--- config.mk ---
export PLATFORM = sky130hd
export DESIGN_NAME = pfs_ctrl_flat
export DESIGN_NICKNAME = d
export VERILOG_FILES = /design/src/design/pfs_pkg.sv /design/src/design/pfs_if.sv /design/src/design/pfs_ctrl.sv /design/src/flat_wrapper.sv
export SDC_FILE = /design/constraint.sdc
export NUM_CORES = 1
export LEC_CHECK = 0
export ABC_AREA = 1
export BUFFER_PORTS_ARGS = -buffer_cell sky130_fd_sc_hd__buf_2
export CELL_PAD_IN_SITES_DETAIL_PLACEMENT = 1
export CELL_PAD_IN_SITES_GLOBAL_PLACEMENT = 2
export CORE_MARGIN = 4
export CORE_UTILIZATION = 31
export CTS_CLUSTER_DIAMETER = 100
export DETAILED_ROUTE_END_ITERATION = 7
export GPL_ROUTABILITY_DRIVEN = 0
export PLACE_DENSITY_LB_ADDON = 0.1
export SETUP_SLACK_MARGIN = 0.3
export SLEW_MARGIN = 5
export SYNTH_ARGS = -nofsm -noshare
export SYNTH_HDL_FRONTEND = slang
export SYNTH_SLANG_ARGS = --single-unit
export TNS_END_PERCENT = 30
--- constraint.sdc ---
create_clock -name clk -period 10.5 [get_ports clk]
set_input_delay 0.525 -clock clk [delete_from_list [all_inputs] [get_ports clk]]
set_output_delay 0.525 -clock clk [all_outputs]
set_load 0.01 [all_outputs]
--- src/design/pfs_pkg.sv ---
package pfs_pkg;

  // stack geometry
  localparam int unsigned MAX_PAGES       = 16384;
  localparam int unsigned FIRST_FREE_PAGE = 272;
  localparam int unsigned ADDR_W          = $clog2(MAX_PAGES);
  localparam int unsigned CNT_W           = $clog2(MAX_PAGES + 1);

  // field widths
  localparam int unsigned OP_W   = 2;
  localparam int unsigned PAGE_W = 20;
  localparam int unsigned BYTE_W = 32;
  localparam int unsigned FC_W   = 15;
  localparam int unsigned SPAN_W = PAGE_W + 1;

  // address arithmetic
  localparam int unsigned PAGE_SHIFT    = 12;
  localparam int unsigned PAGE_LOW_MASK = 4095;
  localparam int unsigned MIN_MEM_BYTES = 524288;
  localparam int unsigned LAST_BIAS     = 256;
  localparam int unsigned ADDR_PAGES    = 1 << PAGE_W;

  typedef enum logic [OP_W-1:0] {
    OP_ALLOC = 2'd0,
    OP_FREE  = 2'd1,
    OP_RANGE = 2'd2,
    OP_INIT  = 2'd3
  } pfs_op_t;

  typedef enum logic [1:0] {
    ST_OK    = 2'd0,
    ST_EMPTY = 2'd1,
    ST_FULL  = 2'd2,
    ST_SMALL = 2'd3
  } pfs_status_t;

  // result word handed from the sequencer to the output register
  typedef struct packed {
    logic [PAGE_W-1:0] page;
    pfs_status_t       status;
    logic [FC_W-1:0]   count;
  } pfs_res_t;

  // stack memory access request
  typedef struct packed {
    logic              we;
    logic [ADDR_W-1:0] waddr;
    logic [PAGE_W-1:0] wdata;
    logic              re;
    logic [ADDR_W-1:0] raddr;
  } pfs_mem_req_t;

endpackage

--- src/design/pfs_if.sv ---
interface pfs_in_if;
  import pfs_pkg::*;

  logic              valid;
  logic              ready;
  logic [OP_W-1:0]   opcode;
  logic [PAGE_W-1:0] page_in;
  logic [BYTE_W-1:0] base_addr;
  logic [BYTE_W-1:0] size_bytes;
  logic [BYTE_W-1:0] mem_bytes;

  modport source (
    output valid, opcode, page_in, base_addr, size_bytes, mem_bytes,
    input  ready
  );
  modport sink (
    input  valid, opcode, page_in, base_addr, size_bytes, mem_bytes,
    output ready
  );
endinterface


--- src/design/pfs_ctrl.sv ---
module pfs_ctrl (
  input  logic                       clk,
  input  logic                       rst_n,
  pfs_in_if.sink                     in_ch,
  output pfs_pkg::pfs_mem_req_t      mem_req,
  input  logic [pfs_pkg::PAGE_W-1:0] mem_rdata,
  output logic                       res_valid,
  input  logic                       res_ready,
  output pfs_pkg::pfs_res_t          res
);
  import pfs_pkg::*;

  typedef enum logic [2:0] {
    S_IDLE,
    S_RANGE,
    S_FILL,
    S_POP,
    S_POPW,
    S_RESULT
  } state_t;

  state_t            state_r, state_nxt;
  logic [CNT_W-1:0]  count_r, count_nxt;
  logic [SPAN_W-1:0] cur_r, cur_nxt;
  logic [SPAN_W-1:0] end_r, end_nxt;
  logic              full_r, full_nxt;
  logic [PAGE_W-1:0] page_r, page_nxt;
  pfs_status_t       status_r, status_nxt;

  logic              stack_full;
  logic              stack_empty;
  logic [SPAN_W-1:0] range_first;
  logic [SPAN_W-1:0] range_end_raw;
  logic [SPAN_W-1:0] range_end;
  logic [SPAN_W-1:0] init_last_raw;
  logic [SPAN_W-1:0] init_last;
  pfs_op_t           op;

  assign stack_full  = (count_r == CNT_W'(MAX_PAGES));
  assign stack_empty = (count_r == '0);
  assign op          = pfs_op_t'(in_ch.opcode);

  // range bounds: first whole page up, end page down, both without wrap
  assign range_first   = SPAN_W'(({1'b0, in_ch.base_addr} + 33'(PAGE_LOW_MASK)) >> PAGE_SHIFT);
  assign range_end_raw = SPAN_W'(({1'b0, in_ch.base_addr} + {1'b0, in_ch.size_bytes})
                                 >> PAGE_SHIFT);
  assign range_end     = (range_end_raw > SPAN_W'(ADDR_PAGES)) ? SPAN_W'(ADDR_PAGES)
                                                               : range_end_raw;

  // init fill top page, clamped to the stack size
  assign init_last_raw = SPAN_W'(in_ch.mem_bytes >> PAGE_SHIFT) + SPAN_W'(LAST_BIAS);
  assign init_last     = (init_last_raw >= SPAN_W'(MAX_PAGES)) ? SPAN_W'(MAX_PAGES - 1)
                                                               : init_last_raw;

  assign in_ch.ready = (state_r == S_IDLE);

  // sequencer next state
  always_comb begin
    state_nxt  = state_r;
    count_nxt  = count_r;
    cur_nxt    = cur_r;
    end_nxt    = end_r;
    full_nxt   = full_r;
    page_nxt   = page_r;
    status_nxt = status_r;
    mem_req    = '0;
    res_valid  = 1'b0;
    res        = '{page: page_r, status: status_r, count: FC_W'(count_r)};

    unique case (state_r)
      S_IDLE: begin
        if (in_ch.valid) begin
          page_nxt   = '0;
          status_nxt = ST_OK;
          full_nxt   = 1'b0;
          unique case (op)
            OP_ALLOC: begin
              if (stack_empty) begin
                status_nxt = ST_EMPTY;
                state_nxt  = S_RESULT;
              end else begin
                mem_req.re    = 1'b1;
                mem_req.raddr = ADDR_W'(count_r - 1'b1);
                count_nxt     = count_r - 1'b1;
                state_nxt     = S_POPW;
              end
            end
            OP_FREE: begin
              if (in_ch.page_in != '0) begin
                if (stack_full) begin
                  status_nxt = ST_FULL;
                end else begin
                  mem_req.we    = 1'b1;
                  mem_req.waddr = count_r[ADDR_W-1:0];
                  mem_req.wdata = in_ch.page_in;
                  count_nxt     = count_r + 1'b1;
                end
              end
              state_nxt = S_RESULT;
            end
            OP_RANGE: begin
              cur_nxt   = range_first;
              end_nxt   = range_end;
              state_nxt = S_RANGE;
            end
            OP_INIT: begin
              if (in_ch.mem_bytes < BYTE_W'(MIN_MEM_BYTES)) begin
                status_nxt = ST_SMALL;
                state_nxt  = S_RESULT;
              end else begin
                cur_nxt   = init_last;
                state_nxt = S_FILL;
              end
            end
          endcase
        end
      end

      // ascending push, one page a cycle
      S_RANGE: begin
        if (cur_r >= end_r) begin
          state_nxt = S_RESULT;
        end else if (stack_full) begin
          status_nxt = ST_FULL;
          state_nxt  = S_RESULT;
        end else begin
          mem_req.we    = 1'b1;
          mem_req.waddr = count_r[ADDR_W-1:0];
          mem_req.wdata = cur_r[PAGE_W-1:0];
          count_nxt     = count_r + 1'b1;
          cur_nxt       = cur_r + 1'b1;
        end
      end

      // descending push down to the first free page
      S_FILL: begin
        if (cur_r <= SPAN_W'(FIRST_FREE_PAGE)) begin
          state_nxt = S_POP;
        end else if (stack_full) begin
          full_nxt  = 1'b1;
          state_nxt = S_POP;
        end else begin
          mem_req.we    = 1'b1;
          mem_req.waddr = count_r[ADDR_W-1:0];
          mem_req.wdata = PAGE_W'(cur_r - 1'b1);
          count_nxt     = count_r + 1'b1;
          cur_nxt       = cur_r - 1'b1;
        end
      end

      // init fill hands back the top page
      S_POP: begin
        if (stack_empty) begin
          status_nxt = full_r ? ST_FULL : ST_EMPTY;
          state_nxt  = S_RESULT;
        end else begin
          mem_req.re    = 1'b1;
          mem_req.raddr = ADDR_W'(count_r - 1'b1);
          count_nxt     = count_r - 1'b1;
          status_nxt    = full_r ? ST_FULL : ST_OK;
          state_nxt     = S_POPW;
        end
      end

      // read data arrives; pass it on or hold it
      S_POPW: begin
        res_valid = 1'b1;
        res.page  = mem_rdata;
        page_nxt  = mem_rdata;
        state_nxt = res_ready ? S_IDLE : S_RESULT;
      end

      S_RESULT: begin
        res_valid = 1'b1;
        if (res_ready) begin
          state_nxt = S_IDLE;
        end
      end

      default: begin
        state_nxt = S_IDLE;
      end
    endcase
  end

  // state and registered values
  always_ff @(posedge clk) begin
    if (!rst_n) begin
      state_r <= S_IDLE;
      count_r <= '0;
      full_r  <= 1'b0;
    end else begin
      state_r <= state_nxt;
      count_r <= count_nxt;
      full_r  <= full_nxt;
    end
    cur_r    <= cur_nxt;
    end_r    <= end_nxt;
    page_r   <= page_nxt;
    status_r <= status_nxt;
  end

  // checks
  a_count_bound: assert property (@(posedge clk) disable iff (!rst_n)
    count_r <= CNT_W'(MAX_PAGES))
    else $error("stack count beyond capacity");

  a_no_push_full: assert property (@(posedge clk) disable iff (!rst_n)
    mem_req.we |-> !stack_full)
    else $error("push onto full stack");

  a_one_port_op: assert property (@(posedge clk) disable iff (!rst_n)
    !(mem_req.we && mem_req.re))
    else $error("read and write in the same cycle");

  a_popw_after_read: assert property (@(posedge clk) disable iff (!rst_n)
    (state_r == S_POPW) |-> $past(mem_req.re))
    else $error("read data used without a read");

  a_pop_moves_count: assert property (@(posedge clk) disable iff (!rst_n)
    mem_req.re |=> (count_r == $past(count_r) - 1'b1))
    else $error("pop did not lower the count");

endmodule

--- src/flat_wrapper.sv ---
// flat-port wrapper written by rule: the top's interface ports become plain ports
module pfs_ctrl_flat import pfs_pkg::*;
  (clk, rst_n, mem_req, mem_rdata, res_valid, res_ready, res, in_ch_valid, in_ch_opcode, in_ch_page_in, in_ch_base_addr, in_ch_size_bytes, in_ch_mem_bytes, in_ch_ready);
  pfs_in_if in_ch_i ();
  input  logic clk;
  input  logic rst_n;
  output pfs_pkg::pfs_mem_req_t mem_req;
  input  logic [pfs_pkg::PAGE_W-1:0] mem_rdata;
  output logic res_valid;
  input  logic res_ready;
  output pfs_pkg::pfs_res_t res;
  input wire logic [$bits(in_ch_i.valid)-1:0] in_ch_valid;
  input wire logic [$bits(in_ch_i.opcode)-1:0] in_ch_opcode;
  input wire logic [$bits(in_ch_i.page_in)-1:0] in_ch_page_in;
  input wire logic [$bits(in_ch_i.base_addr)-1:0] in_ch_base_addr;
  input wire logic [$bits(in_ch_i.size_bytes)-1:0] in_ch_size_bytes;
  input wire logic [$bits(in_ch_i.mem_bytes)-1:0] in_ch_mem_bytes;
  output wire logic [$bits(in_ch_i.ready)-1:0] in_ch_ready;
  assign in_ch_i.valid = in_ch_valid;
  assign in_ch_i.opcode = in_ch_opcode;
  assign in_ch_i.page_in = in_ch_page_in;
  assign in_ch_i.base_addr = in_ch_base_addr;
  assign in_ch_i.size_bytes = in_ch_size_bytes;
  assign in_ch_i.mem_bytes = in_ch_mem_bytes;
  assign in_ch_ready = in_ch_i.ready;
  pfs_ctrl u_core (.clk(clk), .rst_n(rst_n), .in_ch(in_ch_i), .mem_req(mem_req), .mem_rdata(mem_rdata), .res_valid(res_valid), .res_ready(res_ready), .res(res));
endmodule
==> run metrics, run 1 <==
maximum number of buffers from clock root to sink=2; Critical Path Max Stage Delay=0.56 ns; flop and latch count out of synthesis=83; share of layout cells above drive strength 1=16.0%; area post-placement=~12000 µm²; TritonCTS clock tree=done; Reg power frac=27.1%; number of inserted filler cells in the final layout=4504; share of the cycle needed by the critical path after routing=just over 40%; Internal Power=roughly 1.2 mW; fraction of synthesized cell area taken by the top area cell type=18.6%; I/O pin count=231; number of antenna violations at the first check in global routing=2; type of the worst setup path=flip-flop to primary output; clock slew seen by the registers of the worst setup and hold paths=~0.07 ns; synthesized instance count=approximately 1800; Die Outline Area=~36000 µm²; leakage power summed over all cells=6.47 nW; crit path max-delay cell type=edfxtp_1; overall routing resource usage=21.3%; setup skew after layout=between 0.01 and 0.015 ns; syn nets=1962; clock buffers created by TritonCTS=9; min-delay worst type=input pin to flip-flop; Final Max Slew Viols=0; per-cell via count in the routed design=4.82; placement row count=66; number of design-rule violations left by the first detailed-router iteration=467; number of hold-slack violations in the final timing report=0; Final Net Count=2158; half-perimeter wire length of the detailed placement result=about 34000 µm; H-tree Lvls=3; net load switching power=1.28 mW; effective utilization at floorplan=31.6%; Post-Syn Area per Cell=between 5 and 6 µm²; number of DRC violations after detailed routing=0; Synth warnings=0; Critical Path, Cell by Cell=ha_1, nand2_1, nor2_1, nand2_1, inv_1, nand2_1, nor2_1, or2_2, nor2_1, nand2_1, inv_1, nand2_1, nand2_1, nor2_2, nor2_1, buf_2; top cell type by total area after synthesis=edfxtp_1; Crit path arrival time=about 3.7 ns; Post-Synthesis Cell Area=10300 µm²; Gates resized, CTS repair=0; largest cells by area after synthesis=edfxtp_1 (19%), nand2_1 (17%), inv_1 (12%), nor2_1 (9.4%), ha_1 (7.3%); share of synthesized registers carrying an async set or reset=0%; drt wl/cell=16.4 µm; clock latency on the worst-skew pair=0.37 ns; final instance area=12100 µm²; die height=about 190 µm; transition time at the pin with the least slew margin=1.02 ns; core outline area=around 33000 µm²; aggregate global routing overflow=0; via count of the first global-routing pass=11819; run status=finished clean; number of setup buffers added after CTS=0; count of distinct cell types in the synthesized netlist=between 50 and 60; Worst VDD drop=around 0.087 mV; Worst slew margin=32.2%; combinational cell fraction of total power=58.9%; achievable clock frequency=236 MHz; Worst Setup Start Kind=flip-flop; number of buffer cells added on primary ports=between 200 and 250; relative area change from synthesis to final layout=17.6%; residual antenna-violating net count after detailed routing=0; ratio of total power to cell area=around 200 nW/µm²; Clock power frac=14.0%; critical-path maximum fanout=21; setup repair after global routing missed its margin=no; MaxCap Viol Count=0; first-pass iteration count of the detailed router=4; TNS Setup=0 ns; required time at the worst-slack endpoint=9.98 ns; Switching Share=51.7%; number of synthesized flops with an enable pin=64; hold buffers post-CTS=0; routed vias=11592; count of final setup violators=0; post-synthesis sequential area ratio=between 20% and 30%; crit path time final=around 4.2 ns; wire length of the first global-routing pass=62100 µm; Clock Tree Root=clkbuf_16; most instantiated flip-flop cell in the synthesis netlist=edfxtp_1; pin count of the biggest net entering global routing=62; width of the die=191 µm; clock sink count=83; wire length after detailed routing=39500 µm; library cell appearing most often on the critical path=nand2_1; critical path endpoint category=primary output
stage by stage:
step	power [mW]	worst slack [ns]	hold WS, ns	util [%]	cells
after floorplan	1.62	6.39	0.453	-	1760
after detailed placement	2.14	6.61	0.490	36.2	2387
after CTS	2.49	6.20	0.461	37.1	2403
after global routing	2.71	5.92	0.483	37.1	2405
final	2.47	6.27	0.474	37.1	2405
after global placement	2.10	6.71	0.488	36.2	2387
worst paths after layout:
kind / end / cells past startpoint / startpoint / slack (ns)
max: mem_req[46] / 16 / u_core.cur_r[14] / 6.27
min: u_core.page_r[15] / 3 / mem_rdata[15] / 0.47
max reg2reg: u_core.count_r[11] / 10 / u_core.state_r[2] / 7.14
min reg2reg: u_core.full_r / 2 / u_core.full_r / 0.50
sequential cells by signal, indices dropped and copies added, names as in the netlist:
name             flops
u_core.end_r        21
u_core.full_r        1
u_core.page_r       20
u_core.cur_r        21
u_core.status_r      2
u_core.state_r       3
u_core.count_r      15
cells in the mapped netlist (all sizes together), types with 4 or more instances:
master and instances:
o31ai 4, o211ai 6, nor4 13, o221ai 17, nand3 113, inv 353, ha 60, edfxtp 64
or2 9, buf 20, xor2 33, and2 4, clkbuf 17, dfxtp 19, nand3b 4, nand2 486
nand4 37, o22ai 6, o21ai 75, a21oi 82, nor3 32, nor2 278, o21bai 4
per-layer routing:
| metal | wire (µm) | global-route usage [%] | share of wire, % |
|---|---|---|---|
| met2 | 18700 | 36.8 | 47 |
| met4 | 595 | 4.78 | 1.5 |
| met1 | 18900 | 28.7 | 48 |
| met5 | 0 | 0 | 0 |
| met3 | 1300 | 2.23 | 3.3 |
worst max-delay path: cells and delay by family (launching register included):
| family | cells | cell delay (ns) |
|---|---|---|
| adders and majority gates | 1 | 0.38 |
| DFF | 1 | 0.56 |
| and+or+nand+nor | 12 | 2.03 |
| buffers and inverters | 3 | 0.34 |
placed cells by master, fill, tap and decap left out, types with 5 or more instances in the layout:
cell type    n
inv_1      341
nand3_1    109
o21ai_0     73
o22ai_1      6
nor4_1       9
dfxtp_1     19
edfxtp_1    64
nor3_1      30
a21oi_2     20
clkbuf_16   11
buf_2      218
nor2_2      17
o211ai_1     6
ha_1        60
or2_2        9
nand4_1     37
nand2_1    480
nor2_1     260
inv_2       12
xor2_1      33
o221ai_1    17
a21oi_1     62
nand2_2      5
cell type report:
| cell class | count | area [µm²] | share of cell area (%) |
|---|---|---|---|
| multi-input combinational | 1285 | 6510 | 53.6 |
| clock buffer | 11 | 275 | 2.27 |
| antenna | 2 | 5.00 | 0.0412 |
| sequential | 83 | 2300 | 19.0 |
| tap | 442 | 553 | 4.55 |
| inverter | 355 | 1330 | 11.0 |
| clock inverter | 5 | 41.3 | 0.340 |
| timing repair buffer | 222 | 1120 | 9.23 |
power groups by stage:
stage	combinational [mW]	clock, mW	sequential (mW)
floorplan	0.996	0	0.629
global placement	1.43	0	0.669
detailed placement	1.46	0	0.676
CTS	1.47	0.356	0.668
global route	1.65	0.369	0.689
finish	1.45	0.346	0.669
cells by family (layout without fill, tap and decap cells):
family | count (synthesis) | count (layout) | share of synthesized area, %
simple gates | 979 | 979 | 40.2
other cells | 0 | 2 | 0
xor+xnor | 35 | 35 | 2.97
flops | 83 | 83 | 22.3
compound gates | 211 | 211 | 12.4
buf+inv | 392 | 593 | 14.8
fa+ha+maj | 60 | 60 | 7.27
(Power assumes the default switching activity.)
==> run 2, diff against run 1 <==
--- a/config.mk
+++ b/config.mk
@@ -5,12 +5,12 @@
 export SDC_FILE = /design/constraint.sdc
 export NUM_CORES = 1
 export LEC_CHECK = 0
-export ABC_AREA = 1
+export ABC_AREA = 0
 export BUFFER_PORTS_ARGS = -buffer_cell sky130_fd_sc_hd__buf_2
 export CELL_PAD_IN_SITES_DETAIL_PLACEMENT = 1
 export CELL_PAD_IN_SITES_GLOBAL_PLACEMENT = 2
 export CORE_MARGIN = 4
-export CORE_UTILIZATION = 31
+export CORE_UTILIZATION = 28
 export CTS_CLUSTER_DIAMETER = 100
 export DETAILED_ROUTE_END_ITERATION = 7
 export GPL_ROUTABILITY_DRIVEN = 0
==> constraint.sdc (replaced) <==
create_clock -name clk -period 3.55 [get_ports clk]
set_input_delay 0.1775 -clock clk [delete_from_list [all_inputs] [get_ports clk]]
set_output_delay 0.1775 -clock clk [all_outputs]
set_load 0.01 [all_outputs]
==> run metrics, run 2 <==
run status=finished clean (unchanged); share of the cycle needed by the critical path after routing=94.2%; top-count cell post-synth=nor2_1 (was nand2_1); half-perimeter wire length of the detailed placement result=28200 µm (was 33900 µm); hold buffers post-CTS=0 (unchanged); first-pass iteration count of the detailed router=5 (was 4); Worst VDD drop=0.352 mV (was 0.0866 mV); transition time at the pin with the least slew margin=0.854 ns (was 1.02 ns); count of distinct cell types in the synthesized netlist=78 (was 51); width of the die=184 µm (was 191 µm); Die Outline Area=33900 µm² (was 36300 µm²); clock latency on the worst-skew pair=0.36 ns (was 0.37 ns); maximum number of buffers from clock root to sink=2 (unchanged); fraction of synthesized cell area taken by the top area cell type=22.1% (was 18.6%); clock buffers created by TritonCTS=9 (unchanged); post-synthesis sequential area ratio=26.5% (was 22.3%); Synth top cells by count=nor2_1 (110), nand2_1 (97), a21oi_1 (77) (was nand2_1 (481), inv_1 (341), nor2_1 (260)); Worst slew margin=43.0% (was 32.2%); Final Net Count=1585 (was 2158); Crit path arrival time=3.17 ns (was 3.71 ns); startpoint of the lowest-slack register-to-register path=u_core.cur_r[14] (was u_core.state_r[2]); die height=184 µm (was 191 µm); placement row count=64 (was 66); aggregate global routing overflow=0 (unchanged); I/O pin count=231 (unchanged); Clock Tree Root=clkbuf_16 (unchanged); Final Max Slew Viols=0 (unchanged); TritonCTS clock tree=done (unchanged); TNS Setup=0 ns (unchanged); met1 track demand over resource in global routing=27.6% (was 28.7%); routing layer with the top usage in global route=met2 (unchanged); share of layout cells above drive strength 1=31.1% (was 16.0%); number of antenna violations at the first check in global routing=1 (was 2); required time at the worst-slack endpoint=3.37 ns (was 9.98 ns); Post-Synthesis Cell Area=8680 µm² (was 10300 µm²); largest cells by area after synthesis=edfxtp_1 (22%), ha_1 (8.6%), nor2_1 (4.8%), a21oi_1 (4.4%), dfxtp_1 (4.4%) (was edfxtp_1 (19%), nand2_1 (17%), inv_1 (12%), nor2_1 (9.4%), ha_1 (7.3%)); synthesized instance count=1108 (was 1760); wire length of the first global-routing pass=54800 µm (was 62100 µm); Worst Setup Start Kind=flip-flop (unchanged); overall routing resource usage=20.3% (was 21.3%); residual antenna-violating net count after detailed routing=0 (unchanged); Largest regs=u_core.cur_r: 21 flops, u_core.end_r: 21 flops, u_core.page_r: 20 flops (unchanged); number of synthesized flops with an enable pin=64 (unchanged); relative area change from synthesis to final layout=34.2% (was 17.6%); number of hold-slack violations in the final timing report=0 (unchanged); Post-Syn Area per Cell=7.84 µm² (was 5.87 µm²); total power of the final layout=8.52 mW (was 2.47 mW); per-cell via count in the routed design=5.38 (was 4.82); most instantiated flip-flop cell in the synthesis netlist=edfxtp_1 (unchanged); drt wl/cell=20.1 µm (was 16.4 µm); clock sink count=83 (unchanged); setup skew after layout=0.0130 ns (was 0.0146 ns); most frequent cells in the layout=buf_2 (211), nor2_1 (96), nand2_1 (95), buf_4 (95), a21oi_1 (72) (was nand2_1 (480), inv_1 (341), nor2_1 (260)); flop and latch count out of synthesis=83 (unchanged); routed vias=9597 (was 11592); met3 Usage GRT=1.60% (was 2.23%); number of design-rule violations left by the first detailed-router iteration=554 (was 467); most common cell after layout, fill and taps aside=buf_2 (was nand2_1); top cell type by total area after synthesis=edfxtp_1 (unchanged); syn nets=1310 (was 1962); critical path endpoint category=primary output (unchanged); count of final setup violators=0 (unchanged); achievable clock frequency=between 200 and 300 MHz; type of the worst setup path=flip-flop to primary output (unchanged); ratio of total power to cell area=731 nW/µm² (was 203 nW/µm²); critical path startpoint=u_core.cur_r[14] (unchanged); effective utilization at floorplan=28.4% (was 31.6%); origin of the worst min-delay path=rst_n (was mem_rdata[15]); leakage power summed over all cells=5.21 nW (was 6.47 nW); pin count of the biggest net entering global routing=38 (was 62); min-delay worst type=input pin to flip-flop (unchanged); MaxCap Viol Count=0 (unchanged); clock slew seen by the registers of the worst setup and hold paths=0.07 ns (about the same); share of synthesized registers carrying an async set or reset=0% (unchanged); core outline area=30600 µm² (was 32700 µm²); crit path time final=3.35 ns; critical-path maximum fanout=5 (was 21); setup repair after global routing missed its margin=yes (was no); met2 usage in global routing=35.4% (was 36.8%); H-tree Lvls=3 (unchanged); number of DRC violations after detailed routing=0 (unchanged); wire length after detailed routing=36000 µm (was 39500 µm); via count of the first global-routing pass=9641 (was 11819); Synth warnings=0 (unchanged); number of buffer cells added on primary ports=218 (unchanged)
-- run 2: final cells by class --
type	instances	area [µm²]
inverter	53	199
tap	396	495
clock inverter	6	88.8
sequential	83	2300
multi-input combinational	906	6230
clock buffer	10	229
fill	3770	18900
timing repair buffer	330	2100
antenna	1	2.50
-- run 2: final timing paths --
| check | cells after the start | slack [ns] | to |
|---|---|---|---|
| setup / recovery | 11 | 0.20 | mem_req[21] |
| hold / removal | 3 | 0.15 | u_core.full_r |
| setup reg to reg | 11 | 0.37 | u_core.count_r[11] |
| hold reg to reg | 2 | 0.50 | u_core.full_r |
-- run 2: repair_timing --
action,4_1_cts,5_1_grt
buffers inserted,12,16
gates cloned,3,2
pin swaps,14,25
gates resized for setup,41,74
endpoints found under the setup margin,36,81
-- run 2: through the flow --
stage / util, % / hold slack (ns) / worst slack [ns] / cells / instance area (µm²)
detailed placement: 34.7 / 0.479 / 0.135 / 1735 / 10600
global placement: 34.7 / 0.477 / 0.215 / 1735 / 10600
floorplan: - / 0.291 / 0.424 / 1108 / 8680
global route: 38.1 / 0.146 / 0.101 / 1785 / 11600
CTS: 36.6 / 0.133 / 0.188 / 1766 / 11200
finish: 38.1 / 0.145 / 0.204 / 1785 / 11600
-- run 2: power breakdown --
group | leakage (nW) | total (mW) | switching (mW) | internal, mW
combinational | 4.29 | 5.63 | 3.30 | 2.33
clock | 0.149 | 1.05 | 0.436 | 0.619
sequential | 0.764 | 1.84 | 0.332 | 1.51
-- run 2: per-layer routing --
metal | wire length (µm) | vias to the layer above
li1 | - | 4734
met1 | 16700 | 4637
met2 | 17600 | 198
met3 | 1090 | 28
met4 | 511 | 0
met5 | 0 | -
-- run 2: logic make-up after synthesis --
group           synth area share [%]
mux                            0.951
compound gates                  28.2
flops                           26.5
simple gates                    24.9
fa+ha+maj                       8.65
buf+inv                         5.58
xor+xnor                        5.25
-- run 2: critical path: stages (launching register included) --
cell and delay [ns]:
edfxtp_1 0.43, or4_4 0.54, or4_4 0.44, a2111o_1 0.42, buf_6 0.16, nand3_4 0.12
buf_12 0.12, buf_16 0.11, nor2_1 0.05, o21ai_1 0.13, o311ai_1 0.12, buf_2 0.18
